===== src/design/isd_pkg.sv =====
// Package of the IMU step detector: field widths, register indexes, reset values,
// item structs and the command and status structs between controller and datapath.
// No dependencies.
`default_nettype none

package isd_pkg;

  localparam int unsigned TIME_W      = 27;
  localparam int unsigned AXIS_W      = 16;
  localparam int unsigned MAG_W       = 16;
  localparam int unsigned STEP_IDX_W  = 24;
  localparam int unsigned SUM_W       = 32;
  localparam int unsigned REM_W       = 18;
  localparam int unsigned CFG_IDX_W   = 3;
  localparam int unsigned CFG_DATA_W  = 27;
  localparam int unsigned INDEX_BITS_DEF = 24;

  localparam logic [CFG_IDX_W-1:0] CFG_ACCEL_MIN = 3'd0;
  localparam logic [CFG_IDX_W-1:0] CFG_ACCEL_MAX = 3'd1;
  localparam logic [CFG_IDX_W-1:0] CFG_GYRO_MIN  = 3'd2;
  localparam logic [CFG_IDX_W-1:0] CFG_GYRO_MAX  = 3'd3;
  localparam logic [CFG_IDX_W-1:0] CFG_STEP_THR  = 3'd4;
  localparam logic [CFG_IDX_W-1:0] CFG_MIN_GAP   = 3'd5;
  localparam logic [CFG_IDX_W-1:0] CFG_MAX_TIME  = 3'd6;

  localparam logic signed [AXIS_W-1:0] ACCEL_MIN_RST = -16'sd32768;
  localparam logic signed [AXIS_W-1:0] ACCEL_MAX_RST = 16'sd32767;
  localparam logic signed [AXIS_W-1:0] GYRO_MIN_RST  = -16'sd32000;
  localparam logic signed [AXIS_W-1:0] GYRO_MAX_RST  = 16'sd32000;
  localparam logic [MAG_W-1:0]         STEP_THR_RST  = 16'd2458;
  localparam logic [15:0]              MIN_GAP_RST   = 16'd200;
  localparam logic [TIME_W-1:0]        MAX_TIME_RST  = 27'd84600000;

  typedef struct packed {
    logic                     start_of_run;
    logic [TIME_W-1:0]        sample_time_ms;
    logic signed [AXIS_W-1:0] accel_x;
    logic signed [AXIS_W-1:0] accel_y;
    logic signed [AXIS_W-1:0] accel_z;
    logic signed [AXIS_W-1:0] gyro_x;
    logic signed [AXIS_W-1:0] gyro_y;
    logic signed [AXIS_W-1:0] gyro_z;
  } in_item_t;

  typedef struct packed {
    logic                  accepted;
    logic [MAG_W-1:0]      magnitude;
    logic                  step_found;
    logic [STEP_IDX_W-1:0] step_index;
    logic [TIME_W-1:0]     step_time_ms;
  } out_item_t;

  typedef struct packed {
    logic       load;
    logic       mul_en;
    logic [1:0] mul_sel;
    logic       root_init;
    logic       root_step;
    logic       finish;
  } ctl_cmd_t;

  typedef struct packed {
    logic ok;
    logic out_free;
  } dp_status_t;

endpackage

`default_nettype wire


===== src/design/isd_stream_if.sv =====
// Valid/ready channel used for the sample input and the result output.
// The payload type is set per instance from the structs in isd_pkg.
`default_nettype none

interface isd_stream_if #(
  parameter type payload_t = logic [0:0]
);
  logic     valid;
  logic     ready;
  payload_t data;

  modport source (output valid, output data, input ready);
  modport sink (input valid, input data, output ready);
endinterface

`default_nettype wire


===== src/design/isd_ctrl.sv =====
// Controller of the IMU step detector: sequences load, the three squares,
// the sixteen root steps and the result write; a rejected sample skips squares and root. Depends on isd_pkg.
`default_nettype none

module isd_ctrl (
  input  wire logic               clk_i,
  input  wire logic               rst_ni,
  input  wire logic               in_valid_i,
  output logic                    in_ready_o,
  input  wire isd_pkg::dp_status_t status_i,
  output isd_pkg::ctl_cmd_t       cmd_o
);
  import isd_pkg::*;

  localparam logic [2:0] ST_IDLE = 3'd0;
  localparam logic [2:0] ST_SQ   = 3'd1;
  localparam logic [2:0] ST_INIT = 3'd2;
  localparam logic [2:0] ST_ROOT = 3'd3;
  localparam logic [2:0] ST_DONE = 3'd4;

  localparam logic [3:0] LAST_SQ   = 4'd2;
  localparam logic [3:0] LAST_ROOT = 4'd15;

  logic [2:0] state_q, state_d;
  logic [3:0] cnt_q, cnt_d;

  always_comb begin
    state_d    = state_q;
    cnt_d      = cnt_q;
    cmd_o      = '0;
    in_ready_o = 1'b0;
    unique case (state_q)
      ST_IDLE: begin
        in_ready_o = 1'b1;
        if (in_valid_i) begin
          cmd_o.load = 1'b1;
          cnt_d      = '0;
          state_d    = ST_SQ;
        end
      end
      ST_SQ: begin
        if (!status_i.ok) begin
          state_d = ST_DONE;
        end else begin
          cmd_o.mul_en  = 1'b1;
          cmd_o.mul_sel = cnt_q[1:0];
          cnt_d         = cnt_q + 4'd1;
          if (cnt_q == LAST_SQ) begin
            state_d = ST_INIT;
          end
        end
      end
      ST_INIT: begin
        cmd_o.root_init = 1'b1;
        cnt_d           = '0;
        state_d         = ST_ROOT;
      end
      ST_ROOT: begin
        cmd_o.root_step = 1'b1;
        cnt_d           = cnt_q + 4'd1;
        if (cnt_q == LAST_ROOT) begin
          state_d = ST_DONE;
        end
      end
      ST_DONE: begin
        if (status_i.out_free) begin
          cmd_o.finish = 1'b1;
          state_d      = ST_IDLE;
        end
      end
      default: begin
        state_d = ST_IDLE;
      end
    endcase
  end

  always_ff @(posedge clk_i or negedge rst_ni) begin
    if (!rst_ni) begin
      state_q <= ST_IDLE;
      cnt_q   <= '0;
    end else begin
      state_q <= state_d;
      cnt_q   <= cnt_d;
    end
  end

endmodule

`default_nettype wire


===== src/design/isd_datapath.sv =====
// Datapath of the IMU step detector: configuration registers, range check,
// shared squarer, bit-serial square root, valley history and result register.
// Depends on isd_pkg.
`default_nettype none

module isd_datapath #(
  parameter int unsigned INDEX_BITS = isd_pkg::INDEX_BITS_DEF
) (
  input  wire logic                                 clk_i,
  input  wire logic                                 rst_ni,
  input  wire logic                                 cfg_we_i,
  input  wire logic [isd_pkg::CFG_IDX_W-1:0]        cfg_idx_i,
  input  wire logic [isd_pkg::CFG_DATA_W-1:0]       cfg_data_i,
  input  wire isd_pkg::in_item_t                    in_data_i,
  input  wire isd_pkg::ctl_cmd_t                    cmd_i,
  output isd_pkg::dp_status_t                       status_o,
  output logic                                      out_valid_o,
  input  wire logic                                 out_ready_i,
  output isd_pkg::out_item_t                        out_data_o
);
  import isd_pkg::*;

  function automatic logic in_range(input logic signed [AXIS_W-1:0] v,
                                    input logic signed [AXIS_W-1:0] lo,
                                    input logic signed [AXIS_W-1:0] hi);
    return (v >= lo) && (v <= hi);
  endfunction

  logic signed [AXIS_W-1:0] accel_min_q, accel_max_q, gyro_min_q, gyro_max_q;
  logic [MAG_W-1:0]         step_thr_q;
  logic [15:0]              min_gap_q;
  logic [TIME_W-1:0]        max_time_q;

  logic [TIME_W-1:0]        time_q;
  logic signed [AXIS_W-1:0] ax_q, ay_q, az_q;
  logic                     ok_q, ok_d;

  logic signed [AXIS_W-1:0] mul_op;
  logic signed [SUM_W-1:0]  sq;
  logic [SUM_W-1:0]         sum_q;

  logic [SUM_W-1:0]         n_q;
  logic [REM_W-1:0]         rem_q;
  logic [MAG_W-1:0]         root_q;
  logic [REM_W+1:0]         rem_sh, trial;
  logic                     ge;

  logic [MAG_W-1:0]         omag_q, cmag_q;
  logic [TIME_W-1:0]        ctime_q, ref_q;
  logic [INDEX_BITS-1:0]    kept_q;
  logic [1:0]               fill_q;

  logic [TIME_W:0]          gap;
  logic                     step;
  logic [INDEX_BITS-1:0]    idx_m1;
  logic [STEP_IDX_W+INDEX_BITS-1:0] idx_ext;

  logic                     out_valid_q;
  out_item_t                out_q, out_d;

  always_ff @(posedge clk_i or negedge rst_ni) begin
    if (!rst_ni) begin
      accel_min_q <= ACCEL_MIN_RST;
      accel_max_q <= ACCEL_MAX_RST;
      gyro_min_q  <= GYRO_MIN_RST;
      gyro_max_q  <= GYRO_MAX_RST;
      step_thr_q  <= STEP_THR_RST;
      min_gap_q   <= MIN_GAP_RST;
      max_time_q  <= MAX_TIME_RST;
    end else if (cfg_we_i) begin
      unique case (cfg_idx_i)
        CFG_ACCEL_MIN: accel_min_q <= cfg_data_i[AXIS_W-1:0];
        CFG_ACCEL_MAX: accel_max_q <= cfg_data_i[AXIS_W-1:0];
        CFG_GYRO_MIN:  gyro_min_q  <= cfg_data_i[AXIS_W-1:0];
        CFG_GYRO_MAX:  gyro_max_q  <= cfg_data_i[AXIS_W-1:0];
        CFG_STEP_THR:  step_thr_q  <= cfg_data_i[MAG_W-1:0];
        CFG_MIN_GAP:   min_gap_q   <= cfg_data_i[15:0];
        CFG_MAX_TIME:  max_time_q  <= cfg_data_i[TIME_W-1:0];
        default: begin
        end
      endcase
    end
  end

  assign ok_d = (in_data_i.sample_time_ms <= max_time_q) &&
                in_range(in_data_i.accel_x, accel_min_q, accel_max_q) &&
                in_range(in_data_i.accel_y, accel_min_q, accel_max_q) &&
                in_range(in_data_i.accel_z, accel_min_q, accel_max_q) &&
                in_range(in_data_i.gyro_x, gyro_min_q, gyro_max_q) &&
                in_range(in_data_i.gyro_y, gyro_min_q, gyro_max_q) &&
                in_range(in_data_i.gyro_z, gyro_min_q, gyro_max_q);

  always_ff @(posedge clk_i) begin
    if (cmd_i.load) begin
      time_q <= in_data_i.sample_time_ms;
      ax_q   <= in_data_i.accel_x;
      ay_q   <= in_data_i.accel_y;
      az_q   <= in_data_i.accel_z;
    end
  end

  always_ff @(posedge clk_i or negedge rst_ni) begin
    if (!rst_ni) begin
      ok_q <= 1'b0;
    end else if (cmd_i.load) begin
      ok_q <= ok_d;
    end
  end

  always_comb begin
    case (cmd_i.mul_sel)
      2'd0:    mul_op = ax_q;
      2'd1:    mul_op = ay_q;
      default: mul_op = az_q;
    endcase
  end

  assign sq = mul_op * mul_op;

  always_ff @(posedge clk_i) begin
    if (cmd_i.load) begin
      sum_q <= '0;
    end else if (cmd_i.mul_en) begin
      sum_q <= sum_q + SUM_W'($unsigned(sq));
    end
  end

  assign rem_sh = {rem_q, n_q[SUM_W-1 -: 2]};
  assign trial  = {2'b00, root_q, 2'b01};
  assign ge     = rem_sh >= trial;

  always_ff @(posedge clk_i) begin
    if (cmd_i.root_init) begin
      n_q    <= sum_q;
      rem_q  <= '0;
      root_q <= '0;
    end else if (cmd_i.root_step) begin
      n_q    <= {n_q[SUM_W-3:0], 2'b00};
      rem_q  <= ge ? REM_W'(rem_sh - trial) : REM_W'(rem_sh);
      root_q <= {root_q[MAG_W-2:0], ge};
    end
  end

  assign gap    = {1'b0, ctime_q} - {1'b0, ref_q};
  assign step   = ok_q && fill_q[1] && (cmag_q < omag_q) && (root_q > cmag_q) &&
                  (cmag_q <= step_thr_q) &&
                  ($signed(gap) > $signed({{(TIME_W - 15){1'b0}}, min_gap_q}));
  assign idx_m1  = kept_q - INDEX_BITS'(1);
  assign idx_ext = {{STEP_IDX_W{1'b0}}, idx_m1};

  always_comb begin
    out_d = '0;
    if (ok_q) begin
      out_d.accepted  = 1'b1;
      out_d.magnitude = root_q;
      if (step) begin
        out_d.step_found   = 1'b1;
        out_d.step_index   = idx_ext[STEP_IDX_W-1:0];
        out_d.step_time_ms = ctime_q;
      end
    end
  end

  always_ff @(posedge clk_i or negedge rst_ni) begin
    if (!rst_ni) begin
      omag_q  <= '0;
      cmag_q  <= '0;
      ctime_q <= '0;
      ref_q   <= '0;
      kept_q  <= '0;
      fill_q  <= '0;
    end else if (cmd_i.load && in_data_i.start_of_run) begin
      omag_q  <= '0;
      cmag_q  <= '0;
      ctime_q <= '0;
      ref_q   <= '0;
      kept_q  <= '0;
      fill_q  <= '0;
    end else if (cmd_i.finish && ok_q) begin
      if (step) begin
        ref_q <= ctime_q;
      end else if (fill_q == 2'd0) begin
        ref_q <= time_q;
      end
      omag_q  <= cmag_q;
      cmag_q  <= root_q;
      ctime_q <= time_q;
      kept_q  <= kept_q + INDEX_BITS'(1);
      if (!fill_q[1]) begin
        fill_q <= fill_q + 2'd1;
      end
    end
  end

  always_ff @(posedge clk_i or negedge rst_ni) begin
    if (!rst_ni) begin
      out_valid_q <= 1'b0;
    end else if (cmd_i.finish) begin
      out_valid_q <= 1'b1;
    end else if (out_ready_i) begin
      out_valid_q <= 1'b0;
    end
  end

  always_ff @(posedge clk_i) begin
    if (cmd_i.finish) begin
      out_q <= out_d;
    end
  end

  assign status_o.ok       = ok_q;
  assign status_o.out_free = !out_valid_q || out_ready_i;
  assign out_valid_o       = out_valid_q;
  assign out_data_o        = out_q;

endmodule

`default_nettype wire


===== src/design/imu_step_detector_top.sv =====
// Top level of the IMU step detector: one controller and one datapath behind
// valid/ready channels. Depends on isd_pkg, isd_stream_if, isd_ctrl, isd_datapath.
//
// Each sample is one transaction on in_if and gives exactly one result
// transaction on out_if. A sample that passes the range checks is loaded, then
// each accelerometer axis is squared on the single shared 16x16 squarer, the
// root is set up, the bit-serial square root is worked out, and a final step
// updates the valley history and writes the result. A rejected sample goes
// from the load straight to that final step, which stretches for as long as
// an unread result still holds the output register. The next sample is taken
// as soon as its predecessor's result is in the output register, even while
// out_if stalls. Configuration must be written by the user through cfg_we_i,
// cfg_idx_i and cfg_data_i only while no sample is in flight; the block itself
// does not enforce this. Unknown indexes are ignored.
`default_nettype none

module imu_step_detector_top #(
  parameter int unsigned INDEX_BITS = isd_pkg::INDEX_BITS_DEF
) (
  input  wire logic                           clk_i,
  input  wire logic                           rst_ni,
  input  wire logic                           cfg_we_i,
  input  wire logic [isd_pkg::CFG_IDX_W-1:0]  cfg_idx_i,
  input  wire logic [isd_pkg::CFG_DATA_W-1:0] cfg_data_i,
  isd_stream_if.sink                          in_if,
  isd_stream_if.source                        out_if
);
  import isd_pkg::*;

  ctl_cmd_t   cmd;
  dp_status_t status;
  logic       in_ready;
  logic       out_valid;
  out_item_t  out_data;
  in_item_t   in_data;

  assign in_data = in_if.data;

  isd_ctrl u_ctrl (
    .clk_i      (clk_i),
    .rst_ni     (rst_ni),
    .in_valid_i (in_if.valid),
    .in_ready_o (in_ready),
    .status_i   (status),
    .cmd_o      (cmd)
  );

  isd_datapath #(
    .INDEX_BITS (INDEX_BITS)
  ) u_datapath (
    .clk_i       (clk_i),
    .rst_ni      (rst_ni),
    .cfg_we_i    (cfg_we_i),
    .cfg_idx_i   (cfg_idx_i),
    .cfg_data_i  (cfg_data_i),
    .in_data_i   (in_data),
    .cmd_i       (cmd),
    .status_o    (status),
    .out_valid_o (out_valid),
    .out_ready_i (out_if.ready),
    .out_data_o  (out_data)
  );

  assign in_if.ready  = in_ready;
  assign out_if.valid = out_valid;
  assign out_if.data  = out_data;

endmodule

`default_nettype wire


===== src/flat_wrapper.sv =====
// flat-port wrapper written by rule: the top's interface ports become plain ports
module imu_step_detector_top_flat import isd_pkg::*;
#(
  parameter int unsigned INDEX_BITS = isd_pkg::INDEX_BITS_DEF
)
  (clk_i, rst_ni, cfg_we_i, cfg_idx_i, cfg_data_i, in_if_valid, in_if_data, in_if_ready, out_if_valid, out_if_data, out_if_ready);
  isd_stream_if #(.payload_t(in_item_t)) in_if_i ();
  isd_stream_if #(.payload_t(out_item_t)) out_if_i ();
  input  wire logic clk_i;
  input  wire logic rst_ni;
  input  wire logic cfg_we_i;
  input  wire logic [isd_pkg::CFG_IDX_W-1:0] cfg_idx_i;
  input  wire logic [isd_pkg::CFG_DATA_W-1:0] cfg_data_i;
  input wire logic [$bits(in_if_i.valid)-1:0] in_if_valid;
  input wire logic [$bits(in_if_i.data)-1:0] in_if_data;
  output wire logic [$bits(in_if_i.ready)-1:0] in_if_ready;
  output wire logic [$bits(out_if_i.valid)-1:0] out_if_valid;
  output wire logic [$bits(out_if_i.data)-1:0] out_if_data;
  input wire logic [$bits(out_if_i.ready)-1:0] out_if_ready;
  assign in_if_i.valid = in_if_valid;
  assign in_if_i.data = in_if_data;
  assign in_if_ready = in_if_i.ready;
  assign out_if_valid = out_if_i.valid;
  assign out_if_data = out_if_i.data;
  assign out_if_i.ready = out_if_ready;
  imu_step_detector_top #(.INDEX_BITS(INDEX_BITS)) u_core (.clk_i(clk_i), .rst_ni(rst_ni), .cfg_we_i(cfg_we_i), .cfg_idx_i(cfg_idx_i), .cfg_data_i(cfg_data_i), .in_if(in_if_i), .out_if(out_if_i));
endmodule

===== config.mk =====
export PLATFORM = sky130hd
export DESIGN_NAME = imu_step_detector_top_flat
export DESIGN_NICKNAME = d
export VERILOG_FILES = /design/src/design/isd_pkg.sv /design/src/design/isd_stream_if.sv /design/src/design/isd_ctrl.sv /design/src/design/isd_datapath.sv /design/src/design/imu_step_detector_top.sv /design/src/flat_wrapper.sv
export SDC_FILE = /design/constraint.sdc
export NUM_CORES = 2
export LEC_CHECK = 0
export BUFFER_PORTS_ARGS = -buffer_cell sky130_fd_sc_hd__buf_2
export CAP_MARGIN = 20
export CORE_MARGIN = 2
export CORE_UTILIZATION = 68
export CTS_CLUSTER_DIAMETER = 50
export CTS_CLUSTER_SIZE = 16
export DETAILED_ROUTE_END_ITERATION = 8
export MAX_ROUTING_LAYER = met4
export PLACE_DENSITY_LB_ADDON = 0.05
export SYNTH_ARGS = -nofsm -noshare
export SYNTH_HDL_FRONTEND = slang
export SYNTH_SLANG_ARGS = --single-unit

===== constraint.sdc =====
create_clock -name clk_i -period 14.8 [get_ports clk_i]
set_clock_uncertainty 0.15 [all_clocks]
set_input_delay 0.74 -clock clk_i [delete_from_list [all_inputs] [get_ports clk_i]]
set_output_delay 0.74 -clock clk_i [all_outputs]
set_load 0.01 [all_outputs]

=== Word-level counts from Yosys, hierarchy flattened ===
Index checks and enable logic that the tools add are counted.

* Bits of input ports: 159
* Output and inout port bits: 71
* Word-level logic and storage cells: 159
* Flip-flop bits (word level): 486

* $add $sub $neg: 7
* Mux-type cells: 41
* Reduce and logical (&&, ||, !) cells: 42
* Equal/unequal tests: 19
* $mul: 1
* Order comparisons: 18

{| class="wikitable"
|+ Operator list
! operator !! number
|-
| 27-bit 2-to-1 mux || 6
|-
| 16-bit less-or-equal comparator || 7
|-
| 16-bit >= comparator || 6
|-
| 69-bit 2-to-1 mux || 1
|-
| 16-bit 2-to-1 mux || 4
|-
| 32-bit 2-to-1 mux || 2
|-
| 52-bit 2-to-1 mux || 1
|-
| 24-bit 2-to-1 mux || 2
|-
| 32-bit adder || 1
|-
| 16-bit by 16-bit multiplier with 32-bit output || 1
|-
| 16-bit one-hot mux with 2 select lines || 1
|-
| 28-bit by 17-bit greater-than comparator with 1-bit output || 1
|-
| 27-bit by 27-bit subtractor with 28-bit output || 1
|-
| 27-bit less-or-equal comparator || 1
|-
| 24-bit by 1-bit adder with 24-bit output, second input constant || 1
|-
| 24-bit by 1-bit subtractor with 24-bit output, second input constant || 1
|-
| 3-bit 2-to-1 mux || 7
|-
| 20-bit by 18-bit >= comparator with 1-bit output || 1
|-
| 2-bit AND reduction || 10
|-
| 1-bit logical AND || 19
|-
| 18-bit 2-to-1 mux || 1
|-
| 18-bit subtractor || 1
|-
| 16-bit greater-than comparator || 1
|-
| 16-bit < comparator || 1
|-
| 25 further kinds || 50
|}

=== Longest topological paths before layout ===
* Word-level depth: 8
* Mapped depth: 34

=== Hierarchy ===
A second synthesis with hierarchy kept.

* Cells, all modules: 3897
* Area total of the unflattened synthesis: 38379.3 sq um

{| class="wikitable"
|+ By module, submodules not included
! module !! seq. area each (sq um) !! cells each !! times used !! area an instance (sq um)
|-
| isd_datapath || 12592.1 || 3846 || 1 || 37901.4
|-
| isd_ctrl || 175.2 || 51 || 1 || 478.0
|}

=== Least setup slack after synthesis ===
Ideal clock, no wire load.

* Path type: reg2reg
* Start: register u_core.u_ctrl.state_q[0]
* End: register u_core.u_datapath.sum_q[30]
* Stages on the path, launching flop included: 32
* Path buffers: 2
* Arrival: 8.219 ns
* Data required time: 14.519 ns
* Setup time: 0.131 ns
* Slack: 6.299 ns
* Path through: dfrtp_1 -> clkbuf_1 -> clkinv_1 -> nor3b_2 -> o21ai_0 -> clkbuf_1 -> a21oi_1 -> clkinv_1 -> nand2_1 -> inv_1 -> fa_1 -> inv_1 -> fa_1 -> fa_1 -> fa_1 -> inv_1 -> fa_1 -> inv_1 -> fa_1 -> inv_1 -> ha_1 -> a21oi_1 -> nand3b_1 -> a311oi_1 -> o31a_1 -> o21ai_0 -> a221o_1 -> a21o_1 -> a21o_1 -> or3b_2 -> a21oi_1 -> nor3_1

* Cells in the longest elaborated chain, start to end: 6
* Elaborated cells on any way between the ends: 9
* Those cells by class: add/sub: 1; mul: 1; eq/ne: 2; mux: 3; reduce/logical: 2

{| class="wikitable"
|+ Ends and longest elaborated chain
! what !! line !! text
|-
| start: declaration || isd_ctrl.sv:24 || <nowiki>logic [2:0] state_q, state_d;</nowiki>
|-
| start signal: assignment || isd_ctrl.sv:82 || <nowiki>state_q <= state_d;</nowiki>
|-
| 3-bit by 1-bit == test with 1-bit output || isd_ctrl.sv:32 || <nowiki>unique case (state_q)</nowiki>
|-
| 3-bit 2-to-1 mux || isd_ctrl.sv:32 ||
|-
| 2-bit by 1-bit == test with 1-bit output or 2-bit zero test (tied branches) || isd_datapath.sv:111 || <nowiki>case (cmd_i.mul_sel)</nowiki>
|-
| 16-bit one-hot mux with 2 select lines || isd_datapath.sv:111 ||
|-
| 16-bit by 16-bit multiplier with 32-bit output || isd_datapath.sv:118 || <nowiki>assign sq = mul_op * mul_op;</nowiki>
|-
| 32-bit adder || isd_datapath.sv:124 || <nowiki>sum_q <= sum_q + SUM_W'($unsigned(sq));</nowiki>
|-
| end signal: assignment || isd_datapath.sv:124 ||
|-
| end: declaration || isd_datapath.sv:40 || <nowiki>logic [SUM_W-1:0] sum_q;</nowiki>
|}

Several ways; a longest one is shown, not always the timed one.
A chain may end at the register's enable or synchronous reset.

=== Worst setup path in the final report ===
Ends and elaborated chain as after synthesis.

==> key figures <==
Timing
  • Final worst path period share: 0.685
  • Max Clk Rate: 0.0986 GHz
  • Hold Violations, Final: 5
  • Least-Margin Pin Slew: 1.01 ns
  • RSZ-0062 raised after global routing: no
  • Slew Viols, Final: 0
  • Tmin final: 10.14 ns
  • Hold slack: -0.0101 ns
  • Setup TNS Final: 0 ns
  • Final setup viols: 0
  • Relative slew margins: 0.329

Finish
  • Nets: 4790
  • Area grow syn2layout: 10.1%
  • Layout cells sized above 1: 0.134
  • Fin area: 0.0411 mm2
  • FILL cells: 3759

Routing
  • Post-route DRC: 0
  • Drt first pass iters: 8
  • DRT iter0 DRCs: 2130
  • Via Count: 28200
  • Post-route ant nets: 0
  • Final wirelength: 95600 um
  • Drt wl/cell: 20.4 um
  • Via-to-Cell Ratio: 6.03

Setup path
  • Worst path bufs/invs: 6
  • RR Startpoint: u_core.u_ctrl.state_q[0]
  • Reg-to-reg slack, setup: 4.66 ns
  • Critical Path Fanout Max: 35
  • Startpoint types: flip-flop
  • Reg-to-Reg End: u_core.u_datapath.sum_q[30]
  • CP max stage delay: 0.89 ns
  • Req. time, crit path: 15.09 ns
  • Worst-case reg-to-reg path depth: 29
  • Crit-path most repeated cell: fa_1
  • Crit path from: u_core.u_ctrl.state_q[0]
  • CP Class: reg2reg
  • Crit path max-delay cell type: dfrtp_1
  • Top Family by Delay on Critical Path: adder cells
  • Stages on the worst setup path: 29
  • Crit end category: flip-flop
  • Worst setup path end: u_core.u_datapath.sum_q[30]
  • Worst EP arrival: 10.44 ns

Clocking
  • Setup repair bufs after CTS: 0
  • Cts hold-fix bufs: 0
  • Resized Gates After CTS: 0
  • CTS H-tree lvls: 2
  • CTS buffer count: 52
  • CTS clk-pin slew, worst paths: 0.07 ns
  • CTS root buf: clkbuf_16
  • Worst skew pair latency: 0.62 ns
  • CTS max path bufs: 3
  • CTS sink count: 486
  • CTS tree: yes

Outcome
  • Outcome: complete, but fails checks
  • Failing checks: hold timing

Yosys
  • Post-synth ARST share: 0.502
  • Post-Syn Nets: 4585
  • Multiplexer area fraction after synthesis: 0.0335
  • Cell variety after synth: 75
  • Post-Syn Area per Cell: 10.0 um2
  • Area leader, netlist: ha_1
  • Yosys top cell area share: 0.148
  • Synth area leaders: ha_1 15%, edfxtp_1 14%, fa_1 14%
  • Post-Synth Simple-Gate Area: 0.120
  • Xor and xnor area share after synthesis: 0.0272
  • Post-Synth Adder-Cell Area: 0.290
  • Largest family of logic cells by synthesized area: adder cells
  • Synthesized flop and latch total: 486
  • Mapped cell area: 0.0373 mm2
  • Number of synthesized flops with an enable pin: 176
  • Top_reg_cell synth: dfrtp_1
  • Ys Warns: 0
  • Compound-Gate Fraction of Synth Area: 0.117
  • Sequential fraction of the synthesis area: 0.342
  • Post-Synthesis Cells: 3720

Floorplanning
  • DIE HEIGHT: 238 um
  • Die X: 238 um
  • Core area: 0.0540 mm2
  • Initial Util: 0.690
  • Die ar.: 0.0567 mm2
  • Row count: 85
  • Io pins: 230

Worst hold path
  • HP Class: in2async

Global routing
  • GR Util met3: 0.0546
  • Gr ovfl total: 0
  • Initial antenna violation count: 14
  • Largest net degree at the start of global routing: 116
  • Vias in the first global route: 29400
  • Met1 Usage GRT: 0.443
  • Busiest metal layer after global routing: met2
  • GR Util met2: 0.593
  • Total track usage: 0.356
  • Global-route wire length before repair: 154000 um

Placed design
  • Post-DP Area: 0.0392 mm2
  • Gp weighted congestion: 0.992
  • Number of I/O port buffers: 229
  • Post-detail-place hpwl: 74100 um

Job
  • Max Cap Viol: 0
[synthesized netlist by cell type, types with 13 or more instances]
master / instances
xor2_1: 48
mux2_2: 95
o21ai_0: 231
edfxtp_1: 176
nand2_1: 265
a211oi_1: 19
a22o_1: 28
nand4_1: 70
o211ai_1: 13
fa_1: 264
nor2_1: 194
mux2i_1: 18
dfxtp_1: 66
ha_1: 442
o21a_1: 32
nand2b_1: 37
a21oi_1: 180
buf_1: 13
a221o_1: 32
clkbuf_1: 96
inv_1: 562
nand3_1: 96
nor2b_1: 53
and2_1: 68
and3_1: 36
or3_1: 14
a21o_1: 63
nor3_1: 48
dfstp_2: 44
xnor2_1: 68
dfrtp_1: 200
[layer usage]
metal / share of wire / vias up
met4: 0.040 / 0
met2: 0.49 / 1012
li1: - / 13100
met3: 0.065 / 247
met1: 0.40 / 13900
met5: 0 / -
[area by class of cell]
class	instances	area, um2	share of cell area
Sequential cell	486	12800	0.311
Clock inverter	38	409	0.00996
Tap cell	696	871	0.0212
Clock buffer	60	1410	0.0342
Antenna cell	14	35.0	0.000853
Inverter	572	2150	0.0523
Multi-Input combinational cell	2547	22000	0.535
Timing Repair Buffer	266	1460	0.0356
[kinds of logic after synthesis]
kind of cell | after synthesis
adder cells (fa/ha/maj) | 706
XOR/XNOR | 116
multiplexers | 113
AO/OA/AOI/OAI | 691
flip-flops | 486
buffers and inverters | 687
AND/OR/NAND/NOR | 921
[worst min-delay path by stage]
| stage | startpoint | slack [ns] | endpoint |
|---|---|---|---|
| 5_1_grt | rst_ni | 0.06 | u_core.u_datapath.max_time_q[20] |
| 4_1_cts | rst_ni | 0.02 | u_core.u_datapath.max_time_q[20] |
| 3_5_place_dp | u_core.u_datapath.rem_q[0] | 0.32 | u_core.u_datapath.rem_q[0] |
| 6_report | rst_ni | -0.01 | u_core.u_datapath.max_time_q[20] |
| 2_1_floorplan | rst_ni | 0.29 | u_core.u_ctrl.cnt_q[0] |
| 3_3_place_gp | u_core.u_datapath.rem_q[16] | 0.32 | u_core.u_datapath.rem_q[16] |
[sequential cells by signal (all words and copies together), names as in the netlist, 3 cells and up]
register	flops
u_core.u_datapath.ref_q	27
u_core.u_datapath.min_gap_q	16
u_core.u_datapath.rem_q	18
u_core.u_datapath.kept_q	24
u_core.u_datapath.accel_min_q	16
u_core.u_datapath.ctime_q	27
u_core.u_datapath.ay_q	16
u_core.u_datapath.sum_q	32
u_core.u_datapath.accel_max_q	16
u_core.u_datapath.n_q	32
u_core.u_datapath.ax_q	16
u_core.u_datapath.max_time_q	27
u_core.u_datapath.gyro_min_q	16
u_core.u_datapath.az_q	16
u_core.u_datapath.omag_q	16
u_core.u_ctrl.state_q	3
u_core.u_datapath.root_q	16
u_core.u_datapath.cmag_q	16
u_core.u_datapath.time_q	27
u_core.u_datapath.out_data_o	69
u_core.u_ctrl.cnt_q	4
u_core.u_datapath.gyro_max_q	16
u_core.u_datapath.step_thr_q	16
[layout by cell type (no fill, tap or decap), drive strengths merged, types with 9 or more instances in the layout]
cell type / n
a2111oi: 9
a211oi: 20
a21o: 63
a21oi: 181
a221o: 32
a22o: 28
a22oi: 12
and2: 69
and3: 36
buf: 266
clkbuf: 60
clkinv: 29
dfrtp: 200
dfstp: 44
dfxtp: 66
diode: 14
edfxtp: 176
fa: 264
ha: 442
inv: 577
mux2: 95
mux2i: 18
nand2: 266
nand2b: 37
nand3: 96
nand4: 70
nor2: 194
nor2b: 53
nor3: 48
o211ai: 15
o21a: 32
o21ai: 233
or3: 14
xnor2: 68
xor2: 48
[through the flow]
| step | utilization | hold WS, ns | setup WS (ns) | instances |
|---|---|---|---|---|
| CTS | 0.759 | 0.0243 | 4.77 | 4664 |
| floorplan | - | 0.294 | 6.30 | 3720 |
| finish | 0.760 | -0.0101 | 4.66 | 4679 |
| global placement | 0.725 | 0.317 | 5.15 | 4565 |
| global route | 0.760 | 0.0598 | 4.07 | 4679 |
| detailed placement | 0.725 | 0.319 | 4.83 | 4566 |
Power is not shown: default switching activity piles up to over one toggle a cycle in this logic, so the estimate is an artifact.
